File: src/hdl/sbts_pkg.sv
// Shared types, constants and codes for the sorted beat table with snap search.
package sbts_pkg;

	localparam int DEFAULT_TABLE_DEPTH = 64;
	localparam int TIME_W = 32;
	localparam int COUNT_OUT_W = 7;
	localparam logic [TIME_W-1:0] TOL_RESET = 32'd6554;

	typedef enum logic [1:0] {
		CMD_INSERT = 2'd0,
		CMD_SNAP   = 2'd1,
		CMD_CLEAR  = 2'd2
	} cmd_t;

	typedef enum logic [2:0] {
		ST_IDLE,
		ST_MARK,
		ST_APPLY,
		ST_DIST,
		ST_DONE
	} state_t;

	typedef struct packed {
		logic [1:0]        command;
		logic [TIME_W-1:0] time_value;
	} in_item_t;

	typedef struct packed {
		logic [TIME_W-1:0]      snapped_time;
		logic                   snap_found;
		logic                   table_full;
		logic [COUNT_OUT_W-1:0] entry_count;
	} out_item_t;

	typedef struct packed {
		logic mark;
		logic lo_sel;
		logic hi_sel;
	} cell_stat_t;

	typedef struct packed {
		logic in_ready;
		logic mark_en;
		logic apply;
		logic finish;
	} ctrl_t;

endpackage

File: src/hdl/sbts_cell.sv
// One table cell: holds a beat, flags it against the query and shifts right on insert.
module sbts_cell
	import sbts_pkg::*;
(
	input  logic              clk,
	input  logic              valid,
	input  logic              left_mark,
	input  logic              right_mark,
	input  logic [TIME_W-1:0] left_data,
	input  logic [TIME_W-1:0] query,
	input  logic              mark_en,
	input  logic              shift_en,
	output logic [TIME_W-1:0] data,
	output cell_stat_t        stat
);

	logic [TIME_W-1:0] data_q;
	logic              mark_q;

	always_ff @(posedge clk) begin
		if (mark_en) begin
			mark_q <= !valid || (data_q > query);
		end
		if (shift_en && mark_q) begin
			data_q <= left_mark ? left_data : query;
		end
	end

	assign data        = data_q;
	assign stat.mark   = mark_q;
	assign stat.lo_sel = !mark_q && right_mark;
	assign stat.hi_sel = mark_q && valid && !left_mark;

endmodule

File: config.mk
export PLATFORM = sky130hd
export DESIGN_NAME = sbts_cell
export DESIGN_NICKNAME = d
export VERILOG_FILES = /design/src/hdl/sbts_pkg.sv /design/src/hdl/sbts_cell.sv
export SDC_FILE = /design/constraint.sdc
export NUM_CORES = 1
export LEC_CHECK = 0
export BUFFER_PORTS_ARGS = -buffer_cell sky130_fd_sc_hd__buf_2
export CORE_ASPECT_RATIO = 1.25
export CORE_MARGIN = 2
export CORE_UTILIZATION = 42
export DETAILED_ROUTE_END_ITERATION = 10
export HOLD_SLACK_MARGIN = 0.15
export PLACE_DENSITY_LB_ADDON = 0.2
export SLEW_MARGIN = 20
export SYNTH_ARGS = -nofsm -noshare
export SYNTH_HDL_FRONTEND = slang
export SYNTH_SLANG_ARGS = --single-unit
File: constraint.sdc
create_clock -name clk -period 1.7 [get_ports clk]
set_input_delay 0.255 -clock clk [delete_from_list [all_inputs] [get_ports clk]]
set_output_delay 0.255 -clock clk [all_outputs]
set_load 0.05 [all_outputs]
==> results by stage, run 1 <==
Power and ir drop:
- The portion of total power attributed to the clock network is approximately a quarter.
- The power per unit of standard cell area is a little over 700 mW/mm².
- The analysis attributes to cell leakage a power of ~1.5 nW.
- The sequential fraction of design power is 44.5%.
- IR analysis of the VDD net gives a maximum drop of about 0.46 mV.
- The reported net switching power is roughly 0.00074 W.
- The switching share of power is around a third.
- The total internal power is around 0.0015 W.
- Combinational logic burns ~30% of the power.

Run:
- Max-cap violations in this run came to 0.

Detailed routing:
- For this block, the routed nets add up to ~5300 µm of wire.
- The total iterations of the first detailed-routing run is 4.
- The count of nets left with antenna violations once routing finished came out at 0.
- The first routing iteration left 75 violations.
- The routed length per placed instance is between 10 and 15 µm.
- In the routed design, unresolved DRC markers number 0.
- The per-cell via count in the routed design is 4.82.
- The number of vias after detailed routing is between 1500 and 2000.

Synthesis:
- The number of instances in the synthesized netlist is between 200 and 250.
- The share of synthesized flip-flops with an asynchronous set or reset is 0%.
- After synthesis, flip-flops and latches occupy a little under half of the total area.
- By count the netlist is led by nand2_1 (40), o21ai_0 (35), edfxtp_1 (33), inv_1 (33), ha_1 (32).
- The library cell with the largest summed area after synthesis is edfxtp_1.
- In this run, distinct cell masters in the synthesized netlist total 27.
- The per-instance average area after synthesis is about 9.5 µm².
- After synthesis the netlist holds a flip-flop and latch count of 33.
- The most instantiated library cell after synthesis is nand2_1.
- The count of warnings emitted by yosys is 0.
- The number of enable-type register cells in the synthesized netlist is 33.
- The share of the synthesized area in the top cell type is 45.9%.
- By area the synthesized netlist is led by edfxtp_1 (46%), ha_1 (19%), o21ai_0 (8.1%), nand2_1 (7.0%), inv_1 (5.7%).
- The most used flip-flop cell after synthesis is edfxtp_1.
- The net count after synthesis is ~330.
- The area of the mapped netlist is between 0.002 and 0.0025 mm².

Clock tree:
- The H-tree generated during clock tree synthesis spans 2 levels.
- The TritonCTS clock tree is built.
- The number of sinks on the clock net is 33.
- The clock transition time at the flip-flop clock pins of the worst setup and hold paths is 70 ps.
- At the later pin of the worst-skew pair, clock insertion delay measures about 280 ps.
- In this run the clock root is driven by a clkbuf_8.
- The clock buffer count from CTS is 5.
- The number of buffers between clock root and the deepest sink is 2.

Setup path:
- STA puts the critical path data required time at around 1900 ps.
- Measured in cells, the most critical reg-to-reg path has a length of 6.
- The type of destination of the critical path is a flop.
- Data arrives at the worst endpoint at around 2000 ps.
- The start-to-end type of the worst setup path is flop to flop.
- Along the worst path, the maximum fanout reaches 3.
- The nature of the critical path startpoint is a flop.

Cells and area:
- The total inserted antenna cells is 0.
- The final design utilization is between 60% and 70%.
- The fill cell total of the finished layout is about 450.
- The finished layout holds 409 standard cells, fillers aside.
- Cells with a size suffix above 1 make up between 40 and 50% of the layout.
- The post-route cell area is just over 0.003 mm².
- The growth of design area from synthesis to finish is 42.8%.
- The final net count is about 450.

Floorplan:
- In this run the vertical extent of the chip is approximately 84 µm.
- The initial core utilization is a little over two fifths.
- In this run the core area contains 29 standard-cell rows.
- The total area inside the core boundary comes to approximately 0.0050 mm².
- The width of the die is around 70 µm.
- The area of the die is 0.00573 mm².
- The number of ports placed on the die boundary is around 110.

STA:
- Setup violations remaining at the end of the flow were counted as 1.
- The maximum clock skew at final layout is just under 6 ps.
- Final hold analysis gives a worst-case slack of about 180 ps.
- Across all setup checks in the final design, the least slack found is -195 ps.
- The number of max-slew violations in the final report came to 0.
- At the pin with the least slew margin, the transition time is roughly 430 ps.
- The post-route minimum period is between 1500 and 2000 ps.
- The fraction of the cycle the final worst path needs is 111%.
- Setup repair after global routing could not meet its margin everywhere.
- Measured against its own limit, the worst slew margin works out to ~72%.
- The final hold violation count came to 0.
- The achievable clock frequency is 0.528 GHz.

Global route:
- In the global route stage, met3 resource usage came out at about 4.3%.
- The layer carrying the most global-route usage is met2.
- Entering global routing, the biggest net connects 42 pins.
- The first global-routing pass estimated approximately 8100 µm of wire.
- Global routing consumed, on the met1 layer, a little over a fifth of the routing resources.
- The global-route met2 utilization is around a third.
- The overall global routing resource usage is 18.5%.
- The number of antenna violations at the first check in global routing came to 0.
- The via count of the first global-routing pass was ~1900.
- For this run the aggregate overflow at the end of global routing stands at 0.

Run status:
- The final reports fail on negative setup slack.
- The run finished, with violations left.

Placed design:
- In this run the cell area measured after placement is slightly below 0.003 mm².
- The detailed placer's ending HPWL is 4070 µm.
- The routability congestion estimate is around 0.7.
- The count of buffers added on input and output ports is about 100.
- After detailed placement, the design holds a cell count of a little under 400.

Hold path:
- Counting instances, the worst hold path has a depth of 1.
- The min-delay analysis places its worst path in the category input port to flop.
flip-flops by register name, indices dropped and copies added (netlist names):
signal	flops
data	32
mark_q	1
through the flow:
stage	total power (W)	TNS (ps)	setup slack, ps
4_1_cts	0.00224	-179	-179
2_1_floorplan	0.00142	-302	-302
5_1_grt	0.00236	-228	-228
3_5_place_dp	0.00165	-216	-216
6_report	0.00223	-195	-195
3_3_place_gp	0.00164	-211	-211
power groups by stage:
stage / combinational (W) / sequential (W) / clock [W]
2_1_floorplan: 0.000252 / 0.00117 / 0
3_3_place_gp: 0.000631 / 0.00101 / 0
3_5_place_dp: 0.000639 / 0.00101 / 0
4_1_cts: 0.000650 / 0.000993 / 0.000596
5_1_grt: 0.000735 / 0.00100 / 0.000626
6_report: 0.000665 / 0.000994 / 0.000575
path summary, 6_finish.rpt:
check / end / slack (ps) / start
worst max-delay path: mark_q$_DFFE_PP_ / -200 / data[31]$_DFFE_PP_
worst min-delay path: mark_q$_DFFE_PP_ / 180 / mark_en
worst max register to register: mark_q$_DFFE_PP_ / -200 / data[31]$_DFFE_PP_
worst min register to register: mark_q$_DFFE_PP_ / 900 / data[31]$_DFFE_PP_
metal layers:
metal  vias up  share of wire [%]
li1       1031                  -
met5         -                  0
met2        64                 52
met1       870                 41
met3         6                5.7
met4         0                1.3
kinds of logic (layout without fill, tap and decap cells):
logic type | count (synthesis) | after routing | share of synthesized area, %
simple gates | 65 | 65 | 14.0
compound gates | 54 | 54 | 13.6
buf+inv | 42 | 162 | 7.48
flops | 33 | 33 | 45.9
fa+ha+maj | 32 | 32 | 18.6
mux | 1 | 1 | 0.522
cell usage in the layout, fill, tap and decap left out, drive strengths merged, types with 2 or more instances in the layout:
cell	instances
edfxtp	33
nor2	4
nand3	6
a21oi	12
clkinv	4
buf	120
nand4	7
nor2b	3
ha	32
clkbuf	5
a221oi	2
o21ai	35
inv	33
nand2	40
nor4	2
worst max-delay path: stages, from the launching register on:
cell      delay (ps)
edfxtp_1         430
ha_4             310
nand4_1          210
nor4_4           390
nand2_1          120
a31oi_1          160
o22a_1           160
final cells by class:
type	instances	area, µm²	share of cell area (%)
Inverter	34	128	4.14
Sequential cell	33	991	32.2
Multi-Input combinational cell	152	1140	36.9
Clock buffer	5	68.8	2.23
Tap cell	62	77.6	2.52
Timing Repair Buffer	120	666	21.6
Clock inverter	3	12.5	0.406
timing repair:
| item | in CTS | in global routing |
|---|---|---|
| cloned | 0 | 0 |
| hold buffers | 0 | 0 |
| pin swaps | 0 | 5 |
| resized for setup | 1 | 7 |
| endpoints found under the setup margin | 1 | 1 |
| buffers inserted | 1 | 2 |
(Power assumes the default switching activity.)
==> run 2: changes to the inputs <==
- BUFFER_PORTS_ARGS: -buffer_cell sky130_fd_sc_hd__buf_2 -> default
- CORE_UTILIZATION: 42 -> 57
- DONT_BUFFER_PORTS: default -> 1
==> run 2 against run 1 <==
The flow still finishes with violations (negative setup slack); critical path type unchanged; non-clock buffer count decreased by 68; fmax is 3.6% higher; register-to-register slack improved by 70 ps; clock-buffer cell count unchanged.
==> results by stage, run 2 (same netlist as run 1, synthesis figures left out) <==
Setup path:
- The arrival time reported for the critical path endpoint was 2000 ps (was 2060 ps).
- The nature of the critical path startpoint is a flop (unchanged).
- The type of destination of the critical path is a flop (unchanged).
- The largest fanout on the critical path is 3 (unchanged).
- The slowest cell on the critical path is edfxtp_1 (unchanged).
- The worst stage delay on the critical path is 450 ps (was 430 ps).
- The start point of the critical path was data[14]$_DFFE_PP_ (was data[31]$_DFFE_PP_).
- The reg2reg setup slack is -130 ps (was -200 ps).
- The start-to-end type of the worst setup path is flop to flop (unchanged).
- The count of buffer and inverter cells on the critical path is 0 (unchanged).
- The origin of the critical flop-to-flop path was data[14]$_DFFE_PP_ (was data[31]$_DFFE_PP_).
- List of cells traversed by the critical path: ha_4 > nand4_4 > nor4_4 > a21bo_1 > a31oi_1 > o22a_1 (was ha_4 > nand4_1 > nor4_4 > nand2_1 > a31oi_1 > o22a_1).
- The required time reported for the critical path endpoint was 1870 ps (was 1860 ps).
- The largest delay contributor family on the critical path is compound AO/OA/AOI/OAI gates (was simple AND/OR/NAND/NOR gates).

Floorplan:
- The initial core utilization is 58.0% (was 43.1%).
- The row count was 25 (was 29).
- The width of the die is 59.0 µm (was 68.1 µm).
- The area of the die came to 0.00430 mm² (was 0.00573 mm²).
- The number of ports placed on the die boundary is 105 (unchanged).
- The placeable core region is 0.00372 mm² (was 0.00501 mm²).
- The die outline height is 72.8 µm (was 84.1 µm).

STA:
- The tightest slew margin relative to the limit is 84.0% (was 71.5%).
- The fraction of the cycle the final worst path needs is 108% (was 111%).
- The final-layout setup total negative slack came to -130 ps (was -195 ps).
- Unrepaired setup endpoints after global routing: yes (unchanged).
- The achievable clock frequency is 0.546 GHz (was 0.528 GHz).
- The final setup violation count is 1 (unchanged).
- The maximum clock skew at final layout came to 9.50 ps (was 5.93 ps).
- The number of max-slew violations in the final report came to 0 (unchanged).
- The final worst slack is -130 ps (was -195 ps).
- The post-route minimum period is 1830 ps (was 1900 ps).
- The worst hold-check slack is 160 ps (was 183 ps).
- The measured slew at the worst slew-check pin is 238 ps (was 427 ps).
- The final hold violation count came to 0 (unchanged).

Detailed routing:
- The total DRC errors in the routed layout is 0 (unchanged).
- The number of vias after detailed routing came to 1813 (was 1971).
- The DRC violation total after the first TritonRoute iteration is 48 (was 75).
- The routed length per placed instance is 15.7 µm (was 12.9 µm).
- The routed wire length is 5000 µm (was 5270 µm).
- The number of nets with antenna violations after detailed routing was 0 (unchanged).
- The total iterations of the first detailed-routing run was 4 (unchanged).
- The per-cell via count in the routed design is 5.68 (was 4.82).

Hold path:
- The class of the worst hold path is input port to flop (unchanged).
- The critical hold path startpoint is left_mark (was mark_en).

Clock tree:
- The clock root buffer master is clkbuf_8 (unchanged).
- The clock buffer count from CTS was 5 (unchanged).
- The clock transition time at the flip-flop clock pins of the worst setup and hold paths is 70 ps (about the same).
- The clock latency at the later pin of the worst-skew pair is 290 ps (was 280 ps).
- The depth of the CTS H-tree was 2 (unchanged).
- The number of buffers between clock root and the deepest sink is 2 (unchanged).
- The TritonCTS clock tree is built (unchanged).
- The number of sinks on the clock net came to 33 (unchanged).

Global route:
- The number of antenna violations at the first check in global routing is 0 (unchanged).
- The overall global routing resource usage is 24.1% (was 18.5%).
- The layer carrying the most global-route usage is met2 (unchanged).
- The overflow left after global routing came to 0 (unchanged).
- The largest net degree at the start of global routing was 65 (was 42).
- The via count of the first global-routing pass is 1832 (was 1903).
- The global-route met2 utilization came to 44.8% (was 32.7%).
- The met3 track utilization from global routing is 5.50% (was 4.29%).
- The global-route wire length before repair is 7760 µm (was 8130 µm).
- The fraction of met1 tracks used by global routing is 25.3% (was 21.7%).

Placed design:
- The number of buffer cells added on primary ports is 0 (was 104).
- The placement-stage worst setup slack is -158 ps (was -216 ps).
- The detailed placer's ending HPWL is 4000 µm (was 4070 µm).
- The routability congestion estimate was 0.748 (was 0.697).

Cells and area:
- The commonest non-fill, non-tap cell in the layout is buf_4 (was buf_2).
- The growth of design area from synthesis to finish came to 28.1% (was 42.8%).
- Most used cells in the layout excluding fill and tap cells: buf_4 (50), nand2_1 (40), o21ai_0 (35) (was buf_2 (104), nand2_1 (40), o21ai_0 (34)).
- The number of flip-flops under the largest register name was 32 (unchanged).
- The final net count is 380 (was 448).
- The total inserted antenna cells is 0 (unchanged).
- The share of layout cells above drive strength 1 is 24.4% (was 40.1%).

Run:
- The max-capacitance violation count came to 0 (unchanged).

Power and ir drop:
- The power per unit of standard cell area came to 779 mW/mm² (was 725 mW/mm²).
- The maximum vdd ir drop is 0.594 mV (was 0.464 mV).
- The total leakage power is 1.25 nW (was 1.51 nW).

Run status:
- Failing checks: negative setup slack (unchanged).
- Result of the run: finished with violations (unchanged).
run 2: what timing repair did:
action | 4_1_cts | 5_1_grt
setup endpoints to repair | 1 | 1
setup buffers | 0 | 1
pin swaps | 0 | 3
hold buffers | 1 | 0
hold endpoints to repair | 1 | 0
gates resized for setup | 3 | 1
run 2: path summary, 6_finish.rpt:
path / endpoint / depth (start not counted)
worst max-delay path: mark_q$_DFFE_PP_ / 6
worst min-delay path: data[10]$_DFFE_PP_ / 2
worst max register to register: mark_q$_DFFE_PP_ / 6
worst min register to register: mark_q$_DFFE_PP_ / 4
run 2: cell type report:
type	instances	area, µm²
Multi-Input combinational cell	152	1110
Timing Repair Buffer	52	405
Fill cell	281	958
Clock buffer	5	68.8
Tap cell	40	50.0
Clock inverter	3	12.5
Sequential cell	33	991
Inverter	34	128
run 2: worst register-to-register path, cell delays in order (launching register included):
cell and delay [ps]:
edfxtp_1 450, ha_4 320, nand4_4 90, nor4_4 280
a21bo_1 240, a31oi_1 180, o22a_1 160
run 2: routing by layer:
metal,vias up,routed length [µm]
met5,-,0
met3,12,276
met4,0,97
met2,73,2790
li1,894,-
met1,834,1830
run 2: through the flow:
step	util, %	power [W]	area (µm²)	instances
2_1_floorplan	-	0.00142	2230	227
3_3_place_gp	70.8	0.00157	2630	309
3_5_place_dp	70.8	0.00159	2630	309
4_1_cts	73.7	0.00216	2740	318
5_1_grt	74.3	0.00225	2760	319
6_report	74.3	0.00215	2760	319
run 2: power by group:
part	switching (W)	total, W	internal (W)
Clock	0.000293	0.000568	0.000275
Sequential	0.0000331	0.000997	0.000964
Combinational	0.000369	0.000588	0.000219
