**src/hdl/sbts_pkg.sv**
```systemverilog
// Shared types, constants and codes for the sorted beat table with snap search.
package sbts_pkg;

	localparam int DEFAULT_TABLE_DEPTH = 64;
	localparam int TIME_W = 32;
	localparam int COUNT_OUT_W = 7;
	localparam logic [TIME_W-1:0] TOL_RESET = 32'd6554;

	typedef enum logic [1:0] {
		CMD_INSERT = 2'd0,
		CMD_SNAP   = 2'd1,
		CMD_CLEAR  = 2'd2
	} cmd_t;

	typedef enum logic [2:0] {
		ST_IDLE,
		ST_MARK,
		ST_APPLY,
		ST_DIST,
		ST_DONE
	} state_t;

	typedef struct packed {
		logic [1:0]        command;
		logic [TIME_W-1:0] time_value;
	} in_item_t;

	typedef struct packed {
		logic [TIME_W-1:0]      snapped_time;
		logic                   snap_found;
		logic                   table_full;
		logic [COUNT_OUT_W-1:0] entry_count;
	} out_item_t;

	typedef struct packed {
		logic mark;
		logic lo_sel;
		logic hi_sel;
	} cell_stat_t;

	typedef struct packed {
		logic in_ready;
		logic mark_en;
		logic apply;
		logic finish;
	} ctrl_t;

endpackage

```
**src/hdl/sbts_ctrl.sv**
```systemverilog
// Sequencer that steps one transaction through mark, apply, distance (snap only) and output.
module sbts_ctrl
	import sbts_pkg::*;
(
	input  logic  clk,
	input  logic  arst_n,
	input  logic  in_fire,
	input  logic  is_snap,
	input  logic  out_free,
	output ctrl_t ctrl
);

	state_t state_q;
	state_t state_d;

	always_ff @(posedge clk or negedge arst_n) begin
		if (!arst_n) begin
			state_q <= ST_IDLE;
		end else begin
			state_q <= state_d;
		end
	end

	always_comb begin
		state_d = state_q;
		case (state_q)
			ST_IDLE:  if (in_fire) state_d = ST_MARK;
			ST_MARK:  state_d = ST_APPLY;
			ST_APPLY: state_d = is_snap ? ST_DIST : ST_DONE;
			ST_DIST:  state_d = ST_DONE;
			ST_DONE:  if (out_free) state_d = ST_IDLE;
			default:  state_d = ST_IDLE;
		endcase
	end

	always_comb begin
		ctrl = '0;
		case (state_q)
			ST_IDLE:  ctrl.in_ready = 1'b1;
			ST_MARK:  ctrl.mark_en = 1'b1;
			ST_APPLY: ctrl.apply = 1'b1;
			ST_DONE:  ctrl.finish = out_free;
			default:  ctrl = '0;
		endcase
	end

endmodule

```
**config.mk**
```make
export PLATFORM = sky130hd
export DESIGN_NAME = sbts_ctrl
export DESIGN_NICKNAME = d
export VERILOG_FILES = /design/src/hdl/sbts_pkg.sv /design/src/hdl/sbts_ctrl.sv
export SDC_FILE = /design/constraint.sdc
export NUM_CORES = 1
export LEC_CHECK = 0
export BUFFER_PORTS_ARGS = -buffer_cell sky130_fd_sc_hd__buf_2
export CORE_AREA = 2 2 39 41
export CTS_CLUSTER_DIAMETER = 60
export DETAILED_ROUTE_END_ITERATION = 6
export DIE_AREA = 0 0 41 43
export GPL_TIMING_DRIVEN = 0
export SYNTH_ARGS = -nofsm -noshare
export SYNTH_HDL_FRONTEND = slang
export SYNTH_SLANG_ARGS = --single-unit
```
**constraint.sdc**
```tcl
create_clock -name clk -period 1.26 [get_ports clk]
set_clock_uncertainty 0.1 [all_clocks]
set_input_delay 0.189 -clock clk [delete_from_list [all_inputs] [get_ports clk]]
set_output_delay 0.189 -clock clk [all_outputs]
set_load 0.1 [all_outputs]
```
==> results.txt, run 1 <==
Reg clk slew, reported paths - 0.04 ns
Max FFs per register - 3
Fin cells - 53
Top FF cell, synth - dfrtp_1
Seq/Total Area, Yosys - 0.423
Cts bufs inserted - 3
Yosys warning total - 0
Clock Latency Late Sink - 0.23 ns
CTS Root Cell - clkbuf_4
# clock sinks - 3
Iteration-0 DRC Markers - 3
EDFF count, synth - 0
Total iterations of the first detailed-routing run - 2
Max clock buf depth - 2
Worst slack, placed - -0.289 ns
HPWL after DPL - 318 um
Unrepaired setup endpoints after global routing - true
Initial Util - 0.128
Setup slack after layout - -0.287 ns
Post-route minimum period - 1.55 ns
Critical path's slowest cell - dfrtp_2
Met1 usage - 0.0740
Design area - 455 sq um
Tot GR Track Use - 0.0843
Max cap viols - 0
Setup tns final - -1.15 ns
N_diodes - 0
Cells along the critical path - buf_4 > nor3b_4 > buf_12
Initial antenna violation count - 0
Crit path from - state_q[2]
Cell taking the most area after synthesis - dfrtp_1
Vias - 204
CP Capture Type - primary output
First-pass GRT wire length - 910 um
Part of the cycle the worst path needs - 1.23
Placeable Area - 0.00138 sq mm
Grt ovf - 0
Die area - 0.00176 sq mm
# nets final - 43
Final hold violation count - 0
IO buf count - 8
Register bit total from synthesis - 3
Status - finished, violations left
Top Family by Delay on Critical Path - flip-flops
CP Max Fanout - 5
Startpoint types - register
Met3 Use GR - 0.0314
H-tree Lvls - 1
Syn_area_per_cell - 11.1 sq um
Largest reg by FF count - state_q
Top-level port count - 9
Synthesis-to-layout area growth - 156%
Syn Nets - 21
Fmax - 646 MHz
Remaining DRCs - 0
Largest regs - state_q x3
Post-synthesis async set-or-reset flop share - 1.00
Wire length per cell - 10.8 um
Max Slew Vio Count - 0
Number of global-route vias before repair - 235
Synth top area cells - dfrtp_1 (42%), nor3b_1 (8.5%), or4b_4 (7.7%)
Rows - 14
Failing checks - setup timing
Max-slew headroom - 0.855
RePlAce Congestion - 0.651
Crit-path max cell delay - 0.44 ns
Post-synth top cells - dfrtp_1 (3), nor3_1 (2), nor3b_1 (2)
Chip height - 43 um
Yosys cell types - 12
Post-synth top area share - 0.423
Post-DRT Antenna Nets - 0
Largest net degree at the start of global routing - 7
# fillers - 149
Hold Path Class - in -> reg
GR met2 Demand/Resource - 0.125
Die Width - 41 um
CP required - 0.97 ns
CTS tree - yes
Critical path type - reg -> out
Drt via density - 3.85
Least-Margin Pin Slew - 0.217 ns
Most frequent cell after synthesis - dfrtp_1
Grt peak-use layer - met2
Layout cells sized above 1 - 0.811
Worst R2R Start - state_q[0]
DP Area - 289 sq um
Post-Place Cells - 40
Post-Synthesis Cells - 16
Critical Path AT - 1.26 ns
Hold Path Origin - out_free
WL final - 572 um
Buf/Inv on CP - 2
Post-synthesis cell area - 178 sq um
# setup viols final - 5
## metrics by stage
| step | util | hold slack [ns] |
|---|---|---|
| 6_report | 0.329 | 0.142 |
| 2_1_floorplan | - | -0.207 |
| 3_3_place_gp | 0.209 | -0.114 |
| 4_1_cts | 0.316 | 0.129 |
| 3_5_place_dp | 0.209 | -0.112 |
| 5_1_grt | 0.329 | 0.147 |
## timing repair
| action | in CTS | in global routing |
|---|---|---|
| hold endpoints to repair | 3 | 0 |
| setup endpoints to repair | 5 | 5 |
| pin swaps | 2 | 1 |
| hold buffers | 1 | 0 |
| buffers inserted | 7 | 2 |
| resized for setup | 16 | 3 |
## worst min-delay path: stages
cell and delay, ns:
buf_2 0.09, or4b_4 0.12, o21ai_2 0.04
## cells by family after synthesis
group | count (synthesis) | share of synthesized area
muxes | 1 | 0.0563
AOI/OAI and AO/OA | 2 | 0.0986
DFF | 3 | 0.423
and+or+nand+nor | 8 | 0.338
buffers and inverters | 2 | 0.0845
## worst paths after layout
check / to / slack [ns] / depth (start not counted)
max: ctrl[2] / -0.29 / 3
min: state_q[2] / 0.14 / 3
max reg2reg: state_q[2] / -0.12 / 3
min reg2reg: state_q[0] / 0.49 / 1
max in group asynchronous: state_q[0] / 0.76 / 2
min in group asynchronous: state_q[2] / 0.18 / 2
## final cells by class
class                   count  area [sq um]  area share
well taps                  16          20.0      0.0440
multi-input cells          11           136       0.299
clock buffers               4          26.3      0.0577
repair buffers             17           180       0.396
inverters                   1          3.75     0.00824
plain buffers               1          11.3      0.0247
flip-flops and latches      3          77.6       0.170
## cells in the final DEF, fill, tap and decap left out
master / n
a31o_2: 1
buf_12: 3
buf_2: 4
buf_4: 3
buf_6: 7
clkbuf_1: 1
clkbuf_4: 3
dfrtp_1: 1
dfrtp_2: 2
dlygate4sd3_1: 1
inv_2: 1
mux2i_1: 1
nand2b_1: 1
nor2b_1: 1
nor3_1: 1
nor3_4: 1
nor3b_4: 2
nor4b_4: 1
o21ai_2: 1
or4b_4: 1
## metal layers
| layer | share of wire | up-vias |
|---|---|---|
| met1 | 0.37 | 93 |
| li1 | - | 100 |
| met4 | 0.0087 | 0 |
| met2 | 0.54 | 9 |
| met5 | 0 | - |
| met3 | 0.080 | 2 |
Power of run 1 is not shown: default switching activity piles up to over one toggle a cycle in this logic, so the estimate is an artifact.
==> run 2: changes to the inputs <==
- SKIP_CTS_REPAIR_TIMING: default -> 1
==> run 2 against run 1 <==
  * The flow still finishes with violations (setup timing)
  * Core utilization decreased by 2.2 points
  * Flip-flop and latch count unchanged
  * Final area decreased by 6.6%
==> results.txt, run 2 (same netlist as run 1, synthesis figures left out) <==
Largest regs - state_q x3
First-pass GRT wire length - 717 um (-21%)
Hold Path Origin - out_free
Part of the cycle the worst path needs - 1.27 (+0.0384)
Design area - 425 sq um (-6.6%)
Synthesis-to-layout area growth - 139%
Tot GR Track Use - 0.0683 (-0.0161)
Die area - 0.00176 sq mm (unchanged)
Critical path type - reg -> out
Hold Path Class - in -> reg
Rows - 14 (unchanged)
Remaining DRCs - 0 (unchanged)
Status - finished, violations left
Fmax - 627 MHz (-3.0%)
CTS Root Cell - clkbuf_4
R2R setup slack - -0.07 ns (+0.05 ns)
Top-level port count - 9 (unchanged)
CP Max Fanout - 7 (+2)
IO buf count - 8 (unchanged)
Worst R2R Start - state_q[1]
Placeable Area - 0.00138 sq mm (unchanged)
Total iterations of the first detailed-routing run - 1 (-1)
Largest net degree at the start of global routing - 9 (+2)
WL final - 553 um (-3.3%)
Least-Margin Pin Slew - 0.213 ns (-0.00396 ns)
Max cap viols - 0 (unchanged)
HPWL after DPL - 318 um (unchanged)
Worst Reg-to-Reg Cells - 4 (+1)
Vias - 195 (-4.4%)
WHS Endpoint - state_q[2]
# clock sinks - 3 (unchanged)
Reg clk slew, reported paths - 0.04 ns (about the same)
Hold Path Depth - 3 (unchanged)
# fillers - 149 (unchanged)
Wire length per cell - 10.8 um (+0.47%)
CP required - 0.97 ns (about the same)
CTS tree - yes
Largest reg by FF count - state_q
Drt via density - 3.82 (-0.66%)
Final Util - 0.307 (-0.0217)
Setup slack after layout - -0.336 ns (-0.0483 ns)
Reg2reg end - state_q[2]
N_diodes - 0 (unchanged)
Max Slew Vio Count - 0 (unchanged)
Chip height - 43 um (unchanged)
Most frequent cells in the layout - buf_4 (5), buf_2 (4), buf_6 (3), clkbuf_4 (3), buf_12 (3)
Post-DRT Antenna Nets - 0 (unchanged)
Clock Latency Late Sink - 0.23 ns (about the same)
Initial antenna violation count - 0 (unchanged)
H-tree Lvls - 1 (unchanged)
Cts bufs inserted - 3 (unchanged)
Layout cells sized above 1 - 0.800 (-0.0108)
Failing checks - setup timing
Unrepaired setup endpoints after global routing - true
Worst hold margin - 0.141 ns (-0.00113 ns)
Most common cell after layout, fill and taps aside - buf_4
# nets final - 41 (-4.7%)
Iteration-0 DRC Markers - 0 (-3)
Max FFs per register - 3 (unchanged)
Startpoint types - register
Number of global-route vias before repair - 175 (-26%)
DP Area - 289 sq um (unchanged)
Final hold violation count - 0 (unchanged)
Critical Path AT - 1.31 ns (+0.05 ns)
Max-slew headroom - 0.858 (+0.00220)
Grt ovf - 0 (unchanged)
Max clock buf depth - 2 (unchanged)
Worst slack, placed - -0.289 ns (unchanged)
Post-route minimum period - 1.60 ns (+0.0483 ns)
# setup viols final - 6 (+1)
RePlAce Congestion - 0.651 (unchanged)
CP Capture Type - primary output
Initial Util - 0.128 (unchanged)
Die Width - 41 um (unchanged)
==> run 2: changes by cell type in the layout (fill, tap and decap cells not counted) <==
cell	previous run	this run
buf_6	7	3
buf_4	3	5
==> run 2: metrics by stage <==
stage | setup TNS [ns] | instances
6_report | -1.26 | 51
5_1_grt | -1.48 | 51
4_1_cts | -1.79 | 44
3_5_place_dp | -0.747 | 40
3_3_place_gp | -0.702 | 40
2_1_floorplan | -2.17 | 16
==> run 2: layout make-up <==
type | instances | area, sq um | share of cell area
plain buffers | 1 | 11.3 | 0.0265
clock buffers | 4 | 26.3 | 0.0618
inverters | 1 | 3.75 | 0.00882
multi-input cells | 11 | 136 | 0.321
flip-flops and latches | 3 | 77.6 | 0.182
well taps | 16 | 20.0 | 0.0471
repair buffers | 15 | 150 | 0.353
==> run 2: worst max-delay path, cell delays in order, from the launching register on <==
cell and delay, ns:
dfrtp_2 0.46, buf_4 0.17, nor3b_4 0.24, buf_12 0.21
==> run 2: layer usage <==
| metal | track usage | wire length, um | vias to the layer above | share of wire |
|---|---|---|---|---|
| met1 | 0.0740 | 227 | 87 | 0.41 |
| met5 | 0 | 0 | - | 0 |
| met2 | 0.0750 | 277 | 9 | 0.50 |
| li1 | - | - | 97 | - |
| met3 | 0.0314 | 43 | 2 | 0.078 |
| met4 | 0.100 | 5 | 0 | 0.0090 |
==> run 2: worst max-delay path by stage <==
stage,start,cells after the start,end,slack [ns]
detailed placement,state_q[2],3,ctrl[0],-0.29
CTS,state_q[2],3,ctrl[0],-0.55
floorplan,state_q[2],2,ctrl[0],-0.64
finish,state_q[2],3,ctrl[2],-0.34
global route,state_q[2],3,ctrl[2],-0.37
global placement,state_q[2],3,ctrl[0],-0.27
Power of run 2 is left out for the same reason.
==> run 3: changes to the inputs <==
- CTS_BUF_LIST: default -> sky130_fd_sc_hd__clkbuf_8
- PLACE_DENSITY_LB_ADDON: default -> 0.25
==> run 3 against run 2 <==
  * Hold slack gained 0.0042 ns
  * Critical endpoint is now ctrl[0]
  * The flow still finishes with violations (setup timing)
  * Cell count shrank 9.8%
  * Clock-buffer cell count shrank 1
==> results.txt, run 3 (same netlist as run 1, synthesis figures left out) <==
Die Width - 41 um (unchanged)
Placeable Area - 0.00138 sq mm (unchanged)
Cts bufs inserted - 3 (unchanged)
Iteration-0 DRC Markers - 1 (+1)
First-pass GRT wire length - 738 um (+2.9%)
Largest net degree at the start of global routing - 9 (unchanged)
Hold Path Depth - 3 (unchanged)
Die area - 0.00176 sq mm (unchanged)
Grt ovf - 0 (unchanged)
Max FFs per register - 3 (unchanged)
Status - finished, violations left
Fmax - 628 MHz (+0.18%)
CP Capture Type - primary output
Worst hold margin - 0.145 ns (+0.00423 ns)
# setup viols final - 5 (-1)
Max clock buf depth - 2 (unchanged)
Worst Reg-to-Reg Cells - 3 (-1)
Layout cells sized above 1 - 0.767 (-0.0333)
Most common cell after layout, fill and taps aside - buf_2
Setup slack after layout - -0.333 ns (+0.00285 ns)
Part of the cycle the worst path needs - 1.26 (-0.00227)
Drt via density - 3.89 (+1.8%)
# clock sinks - 3 (unchanged)
Final hold violation count - 0 (unchanged)
WL final - 442 um (-20%)
Startpoint types - register
CTS Root Cell - clkbuf_8
Least-Margin Pin Slew - 0.210 ns (-0.00257 ns)
HPWL after DPL - 312 um (-1.7%)
Failing checks - setup timing
Stages on worst setup path - 3 (unchanged)
Post-route minimum period - 1.59 ns (-0.00285 ns)
Wire length per cell - 9.61 um (-11%)
IO buf count - 8 (unchanged)
Total iterations of the first detailed-routing run - 4 (+3)
Synthesis-to-layout area growth - 127%
Design area - 403 sq um (-5.3%)
Max Slew Vio Count - 0 (unchanged)
Top-level port count - 9 (unchanged)
Clock Latency Late Sink - 0.22 ns (about the same)
Critical path's slowest cell - dfrtp_2
Number of global-route vias before repair - 181 (+3.4%)
Top Family by Delay on Critical Path - flip-flops
CP required - 0.97 ns (about the same)
# nets final - 36 (-12%)
Reg clk slew, reported paths - 0.03 ns (about the same)
Critical path type - reg -> out
H-tree Lvls - 1 (unchanged)
Initial Util - 0.128 (unchanged)
Max cap viols - 0 (unchanged)
Vias - 179 (-8.2%)
Most frequent cells in the layout - buf_2 (4), clkbuf_8 (3), buf_12 (3)
Tot GR Track Use - 0.0774 (+0.00911)
Largest regs - state_q x3
CTS tree - yes
Max-slew headroom - 0.859 (+0.00172)
Remaining DRCs - 0 (unchanged)
Largest reg by FF count - state_q
Initial antenna violation count - 0 (unchanged)
Rows - 14 (unchanged)
RePlAce Congestion - 0.731 (+12%)
Hold Path Class - in -> reg
Buf/Inv on CP - 2 (unchanged)
N_diodes - 0 (unchanged)
Critical Path AT - 1.30 ns (about the same)
Post-DRT Antenna Nets - 0 (unchanged)
Unrepaired setup endpoints after global routing - true
Cells along the critical path - inv_2 > nor4b_4 > buf_6
Crit-path max cell delay - 0.48 ns (+0.02 ns)
Chip height - 43 um (unchanged)
DP Area - 289 sq um (unchanged)
CP Max Fanout - 7 (unchanged)
## run 3: cell count changes in the layout (fill, tap and decap cells not counted)
cell	previous run	this run
buf_4	5	1
clkbuf_4	3	0
clkbuf_8	0	3
buf_6	3	2
clkbuf_1	1	0
inv_1	0	1
## run 3: area by class of cell
cell class	instances	area [sq um]
fill	150	981
multi-input combinational	11	136
timing repair buffer	10	109
sequential	3	77.6
clock buffer	3	41.3
tap	16	20.0
buffer	1	11.3
clock inverter	1	3.75
inverter	1	3.75
## run 3: stage by stage
stage	utilization	worst slack [ns]	TNS, ns	std cells
final	0.291	-0.333	-0.882	46
after floorplan	-	-0.642	-2.17	16
after global routing	0.291	-0.382	-1.05	46
after global placement	0.209	-0.270	-0.728	40
after detailed placement	0.209	-0.278	-0.751	40
after CTS	0.241	-0.514	-1.69	44
## run 3: worst paths after layout
kind / start / end / slack, ns
max: state_q[2] / ctrl[0] / -0.33
min: out_free / state_q[2] / 0.14
max reg2reg: state_q[1] / state_q[2] / -0.01
min reg2reg: state_q[2] / state_q[0] / 0.51
max in group asynchronous: arst_n / state_q[0] / 0.74
min in group asynchronous: arst_n / state_q[2] / 0.20
## run 3: layer usage
layer / track usage / vias up / wire, um
li1: - / 87 / -
met4: 0.140 / 0 / 31
met2: 0.0938 / 7 / 230
met5: 0 / - / 0
met3: 0.0314 / 3 / 16
met1: 0.0645 / 82 / 164
## run 3: worst register-to-register path, delay by kind of cell, from the launching register on
kind	cells	cell delay, ns
AND/OR/NAND/NOR	1	0.54
flip-flops	1	0.36
AO/OA/AOI/OAI	1	0.06
buffers and inverters	1	0.15
Power of run 3 is left out for the same reason.
